File: src/sv/zvrc_pkg.sv
// Shared types and constants for the zone valve relay controller.
`timescale 1ns / 1ps

package zvrc_pkg;

  // Field widths fixed by the block definition
  localparam int ZONE_W     = 15;
  localparam int ZONE_IDX_W = 4;
  localparam int RELAY_W    = 16;
  localparam int PULSE_W    = 22;
  localparam int CHANGE_W   = 15;
  localparam int CFG_IDX_W  = 3;
  localparam int CFG_DATA_W = 64;
  localparam int LIST_LEN   = 16;
  localparam int OP_W       = 2;

  // Ticks with no change before a save is requested
  localparam logic [CHANGE_W-1:0] SAVE_DELAY = CHANGE_W'(30000);

  // Operation codes
  localparam logic [OP_W-1:0] OP_TICK    = 2'd0;
  localparam logic [OP_W-1:0] OP_CMD     = 2'd1;
  localparam logic [OP_W-1:0] OP_RESTORE = 2'd2;
  localparam logic [OP_W-1:0] OP_NOP     = 2'd3;

  // Configuration register indexes
  localparam logic [CFG_IDX_W-1:0] REG_NUM_ZONES    = 3'd0;
  localparam logic [CFG_IDX_W-1:0] REG_PULSE_TICKS  = 3'd1;
  localparam logic [CFG_IDX_W-1:0] REG_COIL_ON_OPEN = 3'd2;
  localparam logic [CFG_IDX_W-1:0] REG_DEFAULT_CNT  = 3'd3;
  localparam logic [CFG_IDX_W-1:0] REG_DEFAULT_LIST = 3'd4;

  // Decoded configuration seen by the sequencer
  typedef struct packed {
    logic [ZONE_IDX_W-1:0]    zones_en;      // num_zones after clamping
    logic [ZONE_W-1:0]        en_mask;       // one bit per enabled zone
    logic [PULSE_W-1:0]       pulse_ticks;
    logic                     coil_on_open;
    logic [ZONE_IDX_W-1:0]    default_count;
    logic [CFG_DATA_W-1:0]    default_list;
  } cfg_t;

endpackage

File: src/sv/zone_valve_relay_controller_unit.sv
// Top level of the zone valve relay controller: item sequencer and result register.
`timescale 1ns / 1ps

// Zone valve relay controller.
// Input channel (in_valid/in_stall): one item per transfer, an operation code with
// the zone number, turn-on flag and saved zone bits. Output channel
// (out_valid/out_stall): exactly one result per item, showing the state after it.
// cfg_we/cfg_index/cfg_data write one register per cycle; the user must write
// only while the block is idle, which the block itself does not enforce.
// Ticks, out-of-range commands and no-ops go straight to the done step; the
// result then loads into the output register once that is free. An in-range
// command or a restore runs the apply sequence: count open zones, walk the
// default list one entry at a time through the single compare/increment unit,
// write relays, then the result. in_stall is high while an item is
// being worked on, and while a finished result waits for a full output register;
// a result waiting for the receiver does not block the next transfer. When the
// receiver stalls, the output holds steady. Reset (rst_n low, synchronous)
// closes all zones, clears relays and timers and loads register defaults.
module zone_valve_relay_controller_unit #(
  parameter int MAX_ZONE_COUNT = 15,
  parameter int MASTER_BIT     = 15
) (
  input  logic                              clk,
  input  logic                              rst_n,
  // configuration
  input  logic                              cfg_we,
  input  logic [zvrc_pkg::CFG_IDX_W-1:0]    cfg_index,
  input  logic [zvrc_pkg::CFG_DATA_W-1:0]   cfg_data,
  // input channel
  input  logic                              in_valid,
  output logic                              in_stall,
  input  logic [zvrc_pkg::OP_W-1:0]         in_operation,
  input  logic [zvrc_pkg::ZONE_IDX_W-1:0]   in_zone_number,
  input  logic                              in_turn_on,
  input  logic [zvrc_pkg::ZONE_W-1:0]       in_saved_bits,
  // result channel
  output logic                              out_valid,
  input  logic                              out_stall,
  output logic [zvrc_pkg::RELAY_W-1:0]      out_relay_image,
  output logic [zvrc_pkg::ZONE_W-1:0]       out_zone_open_bits,
  output logic                              out_pulse_active,
  output logic                              out_command_accepted,
  output logic                              out_save_request
);

  // Sequencer states
  localparam logic [2:0] S_IDLE  = 3'd0;
  localparam logic [2:0] S_COUNT = 3'd1;
  localparam logic [2:0] S_WALK  = 3'd2;
  localparam logic [2:0] S_RELAY = 3'd3;
  localparam logic [2:0] S_DONE  = 3'd4;

  zvrc_pkg::cfg_t cfg;

  logic [2:0]                       state_r, state_nxt;
  logic [zvrc_pkg::ZONE_IDX_W-1:0]  walk_idx_r, walk_idx_nxt;
  logic [zvrc_pkg::ZONE_IDX_W-1:0]  opened_r, opened_nxt;
  logic [zvrc_pkg::ZONE_W-1:0]      zone_open_r, zone_open_nxt;
  logic [zvrc_pkg::RELAY_W-1:0]     relay_r, relay_nxt;
  logic                             pulse_running_r, pulse_running_nxt;
  logic [zvrc_pkg::PULSE_W-1:0]     pulse_elapsed_r, pulse_elapsed_nxt;
  logic                             change_pending_r, change_pending_nxt;
  logic [zvrc_pkg::CHANGE_W-1:0]    change_elapsed_r, change_elapsed_nxt;
  logic                             accepted_r, accepted_nxt;
  logic                             save_r, save_nxt;
  logic                             out_valid_r, out_valid_nxt;
  logic                             out_load;

  logic                             in_xfer;
  logic [zvrc_pkg::ZONE_IDX_W-1:0]  zidx;
  logic [zvrc_pkg::ZONE_IDX_W-1:0]  entry;
  logic [zvrc_pkg::ZONE_IDX_W-1:0]  popcnt;
  logic [zvrc_pkg::PULSE_W-1:0]     pulse_inc;
  logic [zvrc_pkg::CHANGE_W-1:0]    change_inc;
  logic [zvrc_pkg::ZONE_W-1:0]      open_en;

  zvrc_cfg #(
    .MAX_ZONE_COUNT (MAX_ZONE_COUNT)
  ) u_cfg (
    .clk       (clk),
    .rst_n     (rst_n),
    .cfg_we    (cfg_we),
    .cfg_index (cfg_index),
    .cfg_data  (cfg_data),
    .cfg       (cfg)
  );

  assign in_stall = (state_r != S_IDLE);
  assign in_xfer  = in_valid && !in_stall;
  assign out_load = (state_r == S_DONE) && (!out_valid_r || !out_stall);

  // Datapath helpers: zone index, list entry, saturating counters, open count
  always_comb begin
    zidx       = in_zone_number - zvrc_pkg::ZONE_IDX_W'(1);
    entry      = cfg.default_list[{walk_idx_r, 2'b00} +: zvrc_pkg::ZONE_IDX_W];
    pulse_inc  = (&pulse_elapsed_r) ? pulse_elapsed_r
                                    : pulse_elapsed_r + zvrc_pkg::PULSE_W'(1);
    change_inc = (&change_elapsed_r) ? change_elapsed_r
                                     : change_elapsed_r + zvrc_pkg::CHANGE_W'(1);
    open_en    = zone_open_r & cfg.en_mask;
    popcnt     = '0;
    for (int i = 0; i < zvrc_pkg::ZONE_W; i++) begin
      popcnt = popcnt + zvrc_pkg::ZONE_IDX_W'(open_en[i]);
    end
  end

  // Sequencer
  always_comb begin
    state_nxt          = state_r;
    walk_idx_nxt       = walk_idx_r;
    opened_nxt         = opened_r;
    zone_open_nxt      = zone_open_r;
    relay_nxt          = relay_r;
    pulse_running_nxt  = pulse_running_r;
    pulse_elapsed_nxt  = pulse_elapsed_r;
    change_pending_nxt = change_pending_r;
    change_elapsed_nxt = change_elapsed_r;
    accepted_nxt       = accepted_r;
    save_nxt           = save_r;

    case (state_r)
      S_IDLE: begin
        if (in_xfer) begin
          accepted_nxt = 1'b0;
          save_nxt     = 1'b0;
          state_nxt    = S_DONE;
          case (in_operation)
            zvrc_pkg::OP_TICK: begin
              if (pulse_running_r) begin
                pulse_elapsed_nxt = pulse_inc;
                if (pulse_inc >= cfg.pulse_ticks) begin
                  relay_nxt[MASTER_BIT] = 1'b0;
                  relay_nxt = relay_nxt & ~zvrc_pkg::RELAY_W'(cfg.en_mask);
                  pulse_running_nxt = 1'b0;
                end
              end
              change_elapsed_nxt = change_inc;
              if (change_pending_r && (change_inc >= zvrc_pkg::SAVE_DELAY)) begin
                save_nxt           = 1'b1;
                change_pending_nxt = 1'b0;
              end
            end
            zvrc_pkg::OP_CMD: begin
              if ((in_zone_number != '0) && (in_zone_number <= cfg.zones_en)) begin
                zone_open_nxt[zidx] = in_turn_on;
                change_pending_nxt  = 1'b1;
                change_elapsed_nxt  = '0;
                accepted_nxt        = 1'b1;
                state_nxt           = S_COUNT;
              end
            end
            zvrc_pkg::OP_RESTORE: begin
              relay_nxt          = '0;
              zone_open_nxt      = (zone_open_r & ~cfg.en_mask) | (in_saved_bits & cfg.en_mask);
              change_pending_nxt = 1'b1;
              change_elapsed_nxt = '0;
              state_nxt          = S_COUNT;
            end
            default: ;  // no-op: result only
          endcase
        end
      end
      // count open enabled zones
      S_COUNT: begin
        opened_nxt   = popcnt;
        walk_idx_nxt = '0;
        state_nxt    = S_WALK;
      end
      // one default list entry per cycle
      S_WALK: begin
        if ((walk_idx_r < cfg.default_count) && (opened_r < cfg.default_count)) begin
          if ((entry < cfg.zones_en) && !zone_open_r[entry]) begin
            zone_open_nxt[entry] = 1'b1;
            opened_nxt           = opened_r + zvrc_pkg::ZONE_IDX_W'(1);
          end
          walk_idx_nxt = walk_idx_r + zvrc_pkg::ZONE_IDX_W'(1);
        end else begin
          state_nxt = S_RELAY;
        end
      end
      // relay image: open XNOR coil polarity, master last
      S_RELAY: begin
        for (int i = 0; i < zvrc_pkg::ZONE_W; i++) begin
          if (cfg.en_mask[i]) begin
            relay_nxt[i] = ~(zone_open_r[i] ^ cfg.coil_on_open);
          end
        end
        relay_nxt[MASTER_BIT] = 1'b1;
        pulse_running_nxt     = 1'b1;
        pulse_elapsed_nxt     = '0;
        state_nxt             = S_DONE;
      end
      S_DONE: begin
        if (out_load) begin
          state_nxt = S_IDLE;
        end
      end
      default: state_nxt = S_IDLE;
    endcase
  end

  // Output register valid
  always_comb begin
    out_valid_nxt = out_valid_r;
    if (out_load) begin
      out_valid_nxt = 1'b1;
    end else if (out_valid_r && !out_stall) begin
      out_valid_nxt = 1'b0;
    end
  end

  // Control and state registers
  always_ff @(posedge clk) begin
    if (!rst_n) begin
      state_r          <= S_IDLE;
      walk_idx_r       <= '0;
      opened_r         <= '0;
      zone_open_r      <= '0;
      relay_r          <= '0;
      pulse_running_r  <= 1'b0;
      pulse_elapsed_r  <= '0;
      change_pending_r <= 1'b0;
      change_elapsed_r <= '0;
      accepted_r       <= 1'b0;
      save_r           <= 1'b0;
      out_valid_r      <= 1'b0;
    end else begin
      state_r          <= state_nxt;
      walk_idx_r       <= walk_idx_nxt;
      opened_r         <= opened_nxt;
      zone_open_r      <= zone_open_nxt;
      relay_r          <= relay_nxt;
      pulse_running_r  <= pulse_running_nxt;
      pulse_elapsed_r  <= pulse_elapsed_nxt;
      change_pending_r <= change_pending_nxt;
      change_elapsed_r <= change_elapsed_nxt;
      accepted_r       <= accepted_nxt;
      save_r           <= save_nxt;
      out_valid_r      <= out_valid_nxt;
    end
  end

  // Result payload, loaded into the output register when a finished result moves in
  always_ff @(posedge clk) begin
    if (out_load) begin
      out_relay_image      <= relay_r;
      out_zone_open_bits   <= zone_open_r;
      out_pulse_active     <= pulse_running_r;
      out_command_accepted <= accepted_r;
      out_save_request     <= save_r;
    end
  end

  assign out_valid = out_valid_r;

  // Master relay bit tracks the pulse whenever no item is in flight
  a_master_tracks_pulse: assert property (@(posedge clk) disable iff (!rst_n)
    (state_r == S_IDLE) |-> (relay_r[MASTER_BIT] == pulse_running_r))
    else $error("master relay bit out of step with pulse timer");

  // Relay write step always starts the pulse
  a_relay_starts_pulse: assert property (@(posedge clk) disable iff (!rst_n)
    (state_r == S_RELAY) |=> (pulse_running_r && relay_r[MASTER_BIT] &&
                              (pulse_elapsed_r == '0)))
    else $error("apply step did not start the master pulse");

  // Default list walk never runs past the entry count
  a_walk_bound: assert property (@(posedge clk) disable iff (!rst_n)
    (state_r == S_WALK) |-> (walk_idx_r <= cfg.default_count))
    else $error("default list walk overran its count");

  // An accepted command result always shows the master relay energized
  a_cmd_result_master: assert property (@(posedge clk) disable iff (!rst_n)
    $rose(out_valid_r) && out_command_accepted |-> out_relay_image[MASTER_BIT])
    else $error("accepted command result without master relay");

endmodule

File: src/sv/zvrc_cfg.sv
// Configuration registers with zone count clamp and enable mask decode.
`timescale 1ns / 1ps

module zvrc_cfg #(
  parameter int MAX_ZONE_COUNT = 15
) (
  input  logic                              clk,
  input  logic                              rst_n,
  input  logic                              cfg_we,
  input  logic [zvrc_pkg::CFG_IDX_W-1:0]    cfg_index,
  input  logic [zvrc_pkg::CFG_DATA_W-1:0]   cfg_data,
  output zvrc_pkg::cfg_t                    cfg
);

  localparam logic [zvrc_pkg::ZONE_IDX_W-1:0] MAX_Z = zvrc_pkg::ZONE_IDX_W'(MAX_ZONE_COUNT);

  logic [zvrc_pkg::ZONE_IDX_W-1:0] num_zones_r;
  logic [zvrc_pkg::PULSE_W-1:0]    pulse_ticks_r;
  logic                            coil_on_open_r;
  logic [zvrc_pkg::ZONE_IDX_W-1:0] default_count_r;
  logic [zvrc_pkg::CFG_DATA_W-1:0] default_list_r;
  logic [zvrc_pkg::ZONE_IDX_W-1:0] zones_en;
  logic [zvrc_pkg::ZONE_W-1:0]     en_mask;

  // Register writes
  always_ff @(posedge clk) begin
    if (!rst_n) begin
      num_zones_r     <= zvrc_pkg::ZONE_IDX_W'(8);
      pulse_ticks_r   <= zvrc_pkg::PULSE_W'(30000);
      coil_on_open_r  <= 1'b0;
      default_count_r <= '0;
      default_list_r  <= '0;
    end else if (cfg_we) begin
      case (cfg_index)
        zvrc_pkg::REG_NUM_ZONES:    num_zones_r     <= cfg_data[zvrc_pkg::ZONE_IDX_W-1:0];
        zvrc_pkg::REG_PULSE_TICKS:  pulse_ticks_r   <= cfg_data[zvrc_pkg::PULSE_W-1:0];
        zvrc_pkg::REG_COIL_ON_OPEN: coil_on_open_r  <= cfg_data[0];
        zvrc_pkg::REG_DEFAULT_CNT:  default_count_r <= cfg_data[zvrc_pkg::ZONE_IDX_W-1:0];
        zvrc_pkg::REG_DEFAULT_LIST: default_list_r  <= cfg_data;
        default: ;
      endcase
    end
  end

  // Clamp and enable mask
  always_comb begin
    zones_en = (num_zones_r > MAX_Z) ? MAX_Z : num_zones_r;
    for (int i = 0; i < zvrc_pkg::ZONE_W; i++) begin
      en_mask[i] = (zvrc_pkg::ZONE_IDX_W'(i) < zones_en);
    end
  end

  assign cfg.zones_en      = zones_en;
  assign cfg.en_mask       = en_mask;
  assign cfg.pulse_ticks   = pulse_ticks_r;
  assign cfg.coil_on_open  = coil_on_open_r;
  assign cfg.default_count = default_count_r;
  assign cfg.default_list  = default_list_r;

endmodule

File: config.mk
export PLATFORM = sky130hd
export DESIGN_NAME = zone_valve_relay_controller_unit
export DESIGN_NICKNAME = d
export VERILOG_FILES = /design/src/sv/zvrc_pkg.sv /design/src/sv/zone_valve_relay_controller_unit.sv /design/src/sv/zvrc_cfg.sv
export SDC_FILE = /design/constraint.sdc
export NUM_CORES = 1
export LEC_CHECK = 0
export BUFFER_PORTS_ARGS = -buffer_cell sky130_fd_sc_hd__buf_2
export CORE_UTILIZATION = 37
export DETAILED_ROUTE_END_ITERATION = 10
export PLACE_DENSITY = 0.61
export SETUP_SLACK_MARGIN = 0.15
export SLEW_MARGIN = 20
export SYNTH_ARGS = -nofsm -noshare
export SYNTH_HDL_FRONTEND = slang
export SYNTH_SLANG_ARGS = --single-unit
export TNS_END_PERCENT = 1
File: constraint.sdc
create_clock -name clk -period 6.1 [get_ports clk]
set_clock_uncertainty 0.1 [all_clocks]
set_input_delay 0.61 -clock clk [delete_from_list [all_inputs] [get_ports clk]]
set_output_delay 0.61 -clock clk [all_outputs]
set_load 0.005 [all_outputs]
=== Yosys cells after proc, flatten, opt, wreduce, memory -nomap -nowiden ===
Index checks and enable logic that the tools add are counted.

* Register bits: 213
* Latch bits: 0
* RAM bits: 0
* Memory bits (read-only): 0
* Input bits: 94
* Output and inout port bits: 36
* Word-level logic and storage cells: 283
* Memories: 0

* Add/sub/neg operators: 19
* Multiply operators: 0
* Div/mod/pow operators: 0
* Order comparisons: 26
* Equality and inequality tests: 39
* Shifts and indexed selects: 1
* Mux-type cells: 67
* Bitwise gates (word level): 38
* Reduce and logical (&&, ||, !) cells: 56

{| class="wikitable"
|+ Operators with widths
! cell !! number
|-
| AND reduction 6 bit || 16
|-
| 2-to-1 mux 15 bit || 6
|-
| 2-to-1 mux 22 bit || 4
|-
| case mux 16 bit (2 select lines) || 2
|-
| indexed part select 64 x 7 -> 4 bit || 1
|-
| case mux 15 bit (2 select lines) || 2
|-
| 2-to-1 mux 16 bit || 3
|-
| inequality test 2 bit (second input constant) || 23
|-
| AND 15 bit || 3
|-
| case mux 15 bit (3 select lines) || 1
|-
| adder 4 x 1 -> 4 bit || 11
|-
| case mux 22 bit (2 select lines) || 1
|-
| 2-to-1 mux 1 bit || 30
|-
| OR 15 bit || 2
|-
| < comparator 4 bit (first input constant) || 7
|-
| adder 22 x 1 -> 22 bit (second input constant) || 1
|-
| greater-or-equal comparator 22 bit || 1
|-
| AND reduction 22 bit || 1
|-
| AND 15 x 16 -> 16 bit || 1
|-
| < comparator 3 x 4 -> 1 bit (first input constant) || 4
|-
| 2-to-1 mux 4 bit || 4
|-
| inverter 15 -> 16 bit || 1
|-
| case mux 4 bit (2 select lines) || 2
|-
| adder 15 x 1 -> 15 bit (second input constant) || 1
|-
| other kinds (45) || 118
|}

=== Logic depth before layout (Yosys ltp) ===
* Word-level depth: 19
* Gate-level depth with buffers: 20
* Mapped depth without buffers: 19

=== Hierarchy ===
From an unflattened synthesis, not the netlist that was laid out.

* Cell total of the unflattened synthesis: 1470
* Area, all modules: 12777.3 um^2

{| class="wikitable"
|+ By module, submodules not included
! module !! times used !! cells each !! area an instance (um^2) !! seq. area each (um^2)
|-
| zone_valve_relay_controller_unit || 1 || 1054 || 8882.3 || 2702.6
|-
| zvrc_cfg || 1 || 416 || 3895.0 || 1901.8
|}

=== Worst setup path after synthesis ===
OpenSTA, ideal clock, no wires.

* Kind: register -> register
* Start point: register u_cfg.num_zones_r[2] (netlist bit)
* End point: register opened_r[1] (netlist bit)
* Library setup time: 0.130 ns
* Arrival time: 4.369 ns
* Required time: 5.870 ns
* Slack: 1.501 ns
* Cell stages (with the launch flop): 17
* Buffers on the path: 0
* Clock period less this slack: 4.599 ns
* Cells stage by stage: dfxtp_1 nor2_1 nand2_1 nor2_1 nor2b_1 fa_1 inv_1 fa_1 fa_1 inv_1 fa_1 inv_1 fa_1 inv_1 fa_1 mux2i_1 o31ai_1

* Word-level cells in the longest chain between the ends: 19
* Elaborated cells between the ends (all ways): 37
* Classes of those cells: add/sub: 14; order compare: 17; eq/ne: 1; mux: 2; bitwise: 1; reduce/logical: 2

{| class="wikitable"
|+ Ends and longest elaborated chain
! item !! RTL line !! source
|-
| start: declaration || zvrc_cfg.sv:17 || <nowiki>logic [zvrc_pkg::ZONE_IDX_W-1:0] num_zones_r;</nowiki>
|-
| start signal: assignment || zvrc_cfg.sv:28 || <nowiki>num_zones_r <= zvrc_pkg::ZONE_IDX_W'(8);</nowiki>
|-
| start signal: assignment || zvrc_cfg.sv:35 || <nowiki>zvrc_pkg::REG_NUM_ZONES: num_zones_r <= cfg_data[zvrc_pkg::ZONE_IDX_W-1:0];</nowiki>
|-
| greater-than comparator 4 bit || zvrc_cfg.sv:47 || <nowiki>zones_en = (num_zones_r > MAX_Z) ? MAX_Z : num_zones_r;</nowiki>
|-
| 2-to-1 mux 4 bit * || zvrc_cfg.sv:47 ||
|-
| < comparator 1 x 4 -> 1 bit || zvrc_cfg.sv:49 || <nowiki>en_mask[i] = (zvrc_pkg::ZONE_IDX_W'(i) < zones_en);</nowiki>
|-
| AND 15 bit || zone_valve_relay_controller_unit.sv:100 || <nowiki>open_en = zone_open_r & cfg.en_mask;</nowiki>
|-
| adder 1 x 1 -> 2 bit || zone_valve_relay_controller_unit.sv:103 || <nowiki>popcnt = popcnt + zvrc_pkg::ZONE_IDX_W'(open_en[i]);</nowiki>
|-
| adder 2 x 1 -> 3 bit || zone_valve_relay_controller_unit.sv:103 ||
|-
| adder 3 x 1 -> 4 bit || zone_valve_relay_controller_unit.sv:103 ||
|-
| adder 4 x 1 -> 4 bit (11 in a row) || zone_valve_relay_controller_unit.sv:103 ||
|-
| case mux 4 bit (2 select lines) || zone_valve_relay_controller_unit.sv:121 || <nowiki>case (state_r)</nowiki>
|-
| end signal: assignment || zone_valve_relay_controller_unit.sv:230 || <nowiki>opened_r <= opened_nxt;</nowiki>
|-
| end: declaration || zone_valve_relay_controller_unit.sv:57 || <nowiki>logic [zvrc_pkg::ZONE_IDX_W-1:0] opened_r, opened_nxt;</nowiki>
|}

Mark *: on every way between the ends. The rest lies on a longest branch, timed or not.
A chain may end at the register's enable or synchronous reset.

=== Final worst setup path ===
Same ends and word-level chain as after synthesis.

==> flow_summary.toml <==
[run_status]
outcome = "completed"

[synthesis]
ys.warnings.count = 0
synth_edf_count = 34
synth_top_area_cell = "dfxtp_1"
ys_ff_latch = 213
async_reset_ff_share_pct = 0
synth_top_area_share_pct = 30.3
synth_seq_area_share_pct = 39.0
synth_ff_type = "dfxtp_1"
netlist-cell-type-count = 69
synth.area.top_cells = "dfxtp_1, edfxtp_1, nand2_1"
netlist_area_um2 = 11800
syn_inst = 1413
postSynthAreaPerCell_um2 = 8.36
syn_nets = 1562

[global_routing]
overflow = 0
grt_pass1_wl_um = 58300
grt_max_degree = 77
grt_usage_pct = 22.4
antenna_found_initial = 0
grt_pass1_vias = 10259

[detailed_routing]
vias = 10925
avgViaCountPerCell = 5.67
drt_first_pass_iters = 5
wl_met1_um = 16800
drc = 0
highest_layer = "met4"
first_iter_violations = 831
drt-total-wl_um = 36900
ant_nets = 0
wl_met3_um = 2050
wire_per_inst_um = 19.1
dr_wl_met2_um = 16600

[die]
die_x_um = 181
start_util_pct = 37.5
die_h_um = 181
dieArea_um2 = 32600
placeableCoreArea_um2 = 31500
std_cell_rows = 65
ios = 130

[placed_design]
post-place-cells = 1881
hpwl_um = 26100
portBuffers = 129
place_congestion = 0.919
dpl_cell_area_um2 = 12800

[cells_and_area]
drive_gt1_share_pct = 15.3
fillers = 3176
regArea_um2 = 4600
final_util_pct = 43.7
syn2layout_area_growth_pct = 16.5
instances_no_fill = 1927
nets = 1655
multiInputGateArea_um2 = 6690
fin_area_um2 = 13800
n_antenna_cell = 0

[power_and_ir_drop]
netSwitchingPower_uw = 870
swShare_pct = 24.6
pwr-share-seq_pct = 42.8
p_per_area_nw_per_um2 = 257
p_int_mw = 2.67
static-leakage-power_nw = 5.18
vdd_drop_max_mv = 0.191
clkPwrFrac_pct = 48.0
combPwrFrac_pct = 9.2

[cts]
clock_latency_ns = 0.55
cts_max_path_buffers = 3
htree_levels = 1
cts-buffers-inserted = 25
cts_tree = "done"
cts.sinks = 213
holdBufCountCts = 0
cts.clk_slew.worst_paths_ns = 0.06
cts_root_buffer = "clkbuf_16"
post_cts_buffers = 0
cts-resized-gates = 0

[worst_hold_path]
holdCritPathClass = "in -> reg"

[worst_setup_path]
cp-start-kind = "flop"
crit_required_ns = 6.41
critPathCaptureType = "flop"
critical_path_arrival_ns = 5.54
worstPathCellList = "nor2_1 -> nand2_1 -> nor2_1 -> nor2b_1 -> fa_1 -> inv_1 -> fa_1 -> fa_1 -> inv_1 -> fa_1 -> inv_1 -> fa_1 -> inv_1 -> fa_1 -> mux2i_1 -> o31ai_1"
critPathKind = "reg -> reg"
cp_common_cell = "fa_1"
r2r_slack_ns = 0.87
cp_max_fo = 8
cp_slowest_cell = "fa_1"
cpPeakStageDelay_ns = 0.57

[sta]
drv_slew = 0
slew_headroom_pct = 31.5
fin_crit_sh_pct = 85.7
max_freq_mhz = 191
setup_viol = 0
whs_ns = 0.192
rsz0062_at_grt = "false"
setup_tns_ns = 0
hold_violations = 0
worst_slew_pin_slew_ns = 1.03
post-route-min-period_ns = 5.23

[run]
maxCapViolations = 0
## stage by stage
step	setup slack, ns	power (mW)
after floorplan	1.50	1.72
after global placement	0.975	1.87
after detailed placement	0.892	1.87
after CTS	0.889	3.57
after global routing	0.528	3.66
final	0.871	3.54
## power by group through the flow
stage	Sequential, mW	Clock, mW	Combinational (mW)
after floorplan	1.54	0	0.181
final	1.52	1.70	0.326
after CTS	1.52	1.73	0.325
after detailed placement	1.55	0	0.324
after global placement	1.55	0	0.321
after global routing	1.52	1.78	0.359
## per-layer routing
metal | track usage (%) | vias up
met3 | 2.53 | 73
met4 | 8.24 | 0
li1 | - | 5253
met1 | 30.9 | 5231
met2 | 36.0 | 368
met5 | 0 | -
## placed cells by master, fill, tap and decap left out, drive strengths merged, types with 7 or more instances in the layout
cell type	n
nand2	246
dfxtp	179
a21oi	166
buf	150
nor2	108
inv	54
nand3	52
o21ai	51
ha	45
edfxtp	34
clkbuf	31
xor2	27
mux2i	25
xnor2	22
nand4	21
or3	19
nor3	18
and2	18
o211ai	18
mux4	17
a31oi	17
nor2b	16
o22ai	11
and3	11
a21o	10
fa	10
o221a	10
a221oi	9
a211o	9
o221ai	8
o311a	8
a211oi	8
clkinv	8
o21a	7
nand2b	7
## cell type report
| type | count | area share [%] |
|---|---|---|
| multi-input cells | 1062 | 48.7 |
| flip-flops and latches | 213 | 33.5 |
| repair buffers | 150 | 5.84 |
| clock buffers | 31 | 5.08 |
| well taps | 402 | 3.66 |
| clock inverters | 15 | 1.79 |
| inverters | 54 | 1.49 |
## sequential cells by signal, indices dropped and copies added (netlist names), 3 cells and up, named ones only
register / cells
opened_r: 4
u_cfg.default_list_r: 64
state_r: 3
u_cfg.pulse_ticks_r: 22
change_elapsed_r: 15
walk_idx_r: 4
relay_r: 16
out_relay_image: 16
u_cfg.default_count_r: 4
out_zone_open_bits: 15
u_cfg.num_zones_r: 4
pulse_elapsed_r: 22
## cell families (layout without fill, tap and decap cells)
kind of cell             after synthesis  count (layout)  share of synthesized area (%)
AND/OR/NAND/NOR                      548             548                           21.3
AO/OA/AOI/OAI                        364             364                           19.3
flip-flops                           213             213                           39.0
buffers and inverters                138             250                           4.58
adder cells (fa/ha/maj)               55              55                           6.46
XOR/XNOR                              49              49                           3.63
multiplexers                          46              46                           5.74
## synth_stat cells, types with 4 or more instances
cell and number:
o22ai_1 11, dfxtp_1 179, o21a_1 7, buf_2 6
o221a_1 4, a22oi_1 5, a211o_1 9, xnor2_1 22
fa_1 10, buf_1 10, nand3_1 52, o311a_1 8
nand4_1 21, o221ai_1 8, nor2b_1 16, mux4_2 17
o2bb2a_1 4, and3_1 11, a21o_1 10, o21ai_1 14
o221a_2 6, edfxtp_1 34, ha_1 45, nand2_1 246
nand2b_1 7, o211ai_1 17, nor3_1 18, xor2_1 27
a221oi_1 9, o21bai_1 6, nand3b_1 6, and2_1 18
mux2i_1 25, or3_1 19, o21ai_0 37, nor4_1 4
nor2_1 107, clkbuf_1 66, a211oi_1 8, a21oi_1 166
and4_1 6, a31oi_1 17, inv_1 53
## critical path, delay by kind of cell, from the launching register on
family,cells,cell delay (ns)
multiplexers,1,0.14
buffers and inverters,4,0.27
flip-flops,1,0.38
adder cells (fa/ha/maj),6,2.99
AND/OR/NAND/NOR,4,1.16
AO/OA/AOI/OAI,1,0.08
## worst paths after layout
kind         cells past startpoint                  endpoint            startpoint
max                             16               opened_r[1]  u_cfg.num_zones_r[2]
max reg2reg                     16               opened_r[1]  u_cfg.num_zones_r[2]
min reg2reg                      0       out_relay_image[15]           relay_r[15]
min                              3  u_cfg.default_list_r[53]          cfg_data[53]
Note: power is estimated with default switching activity, not from simulation.
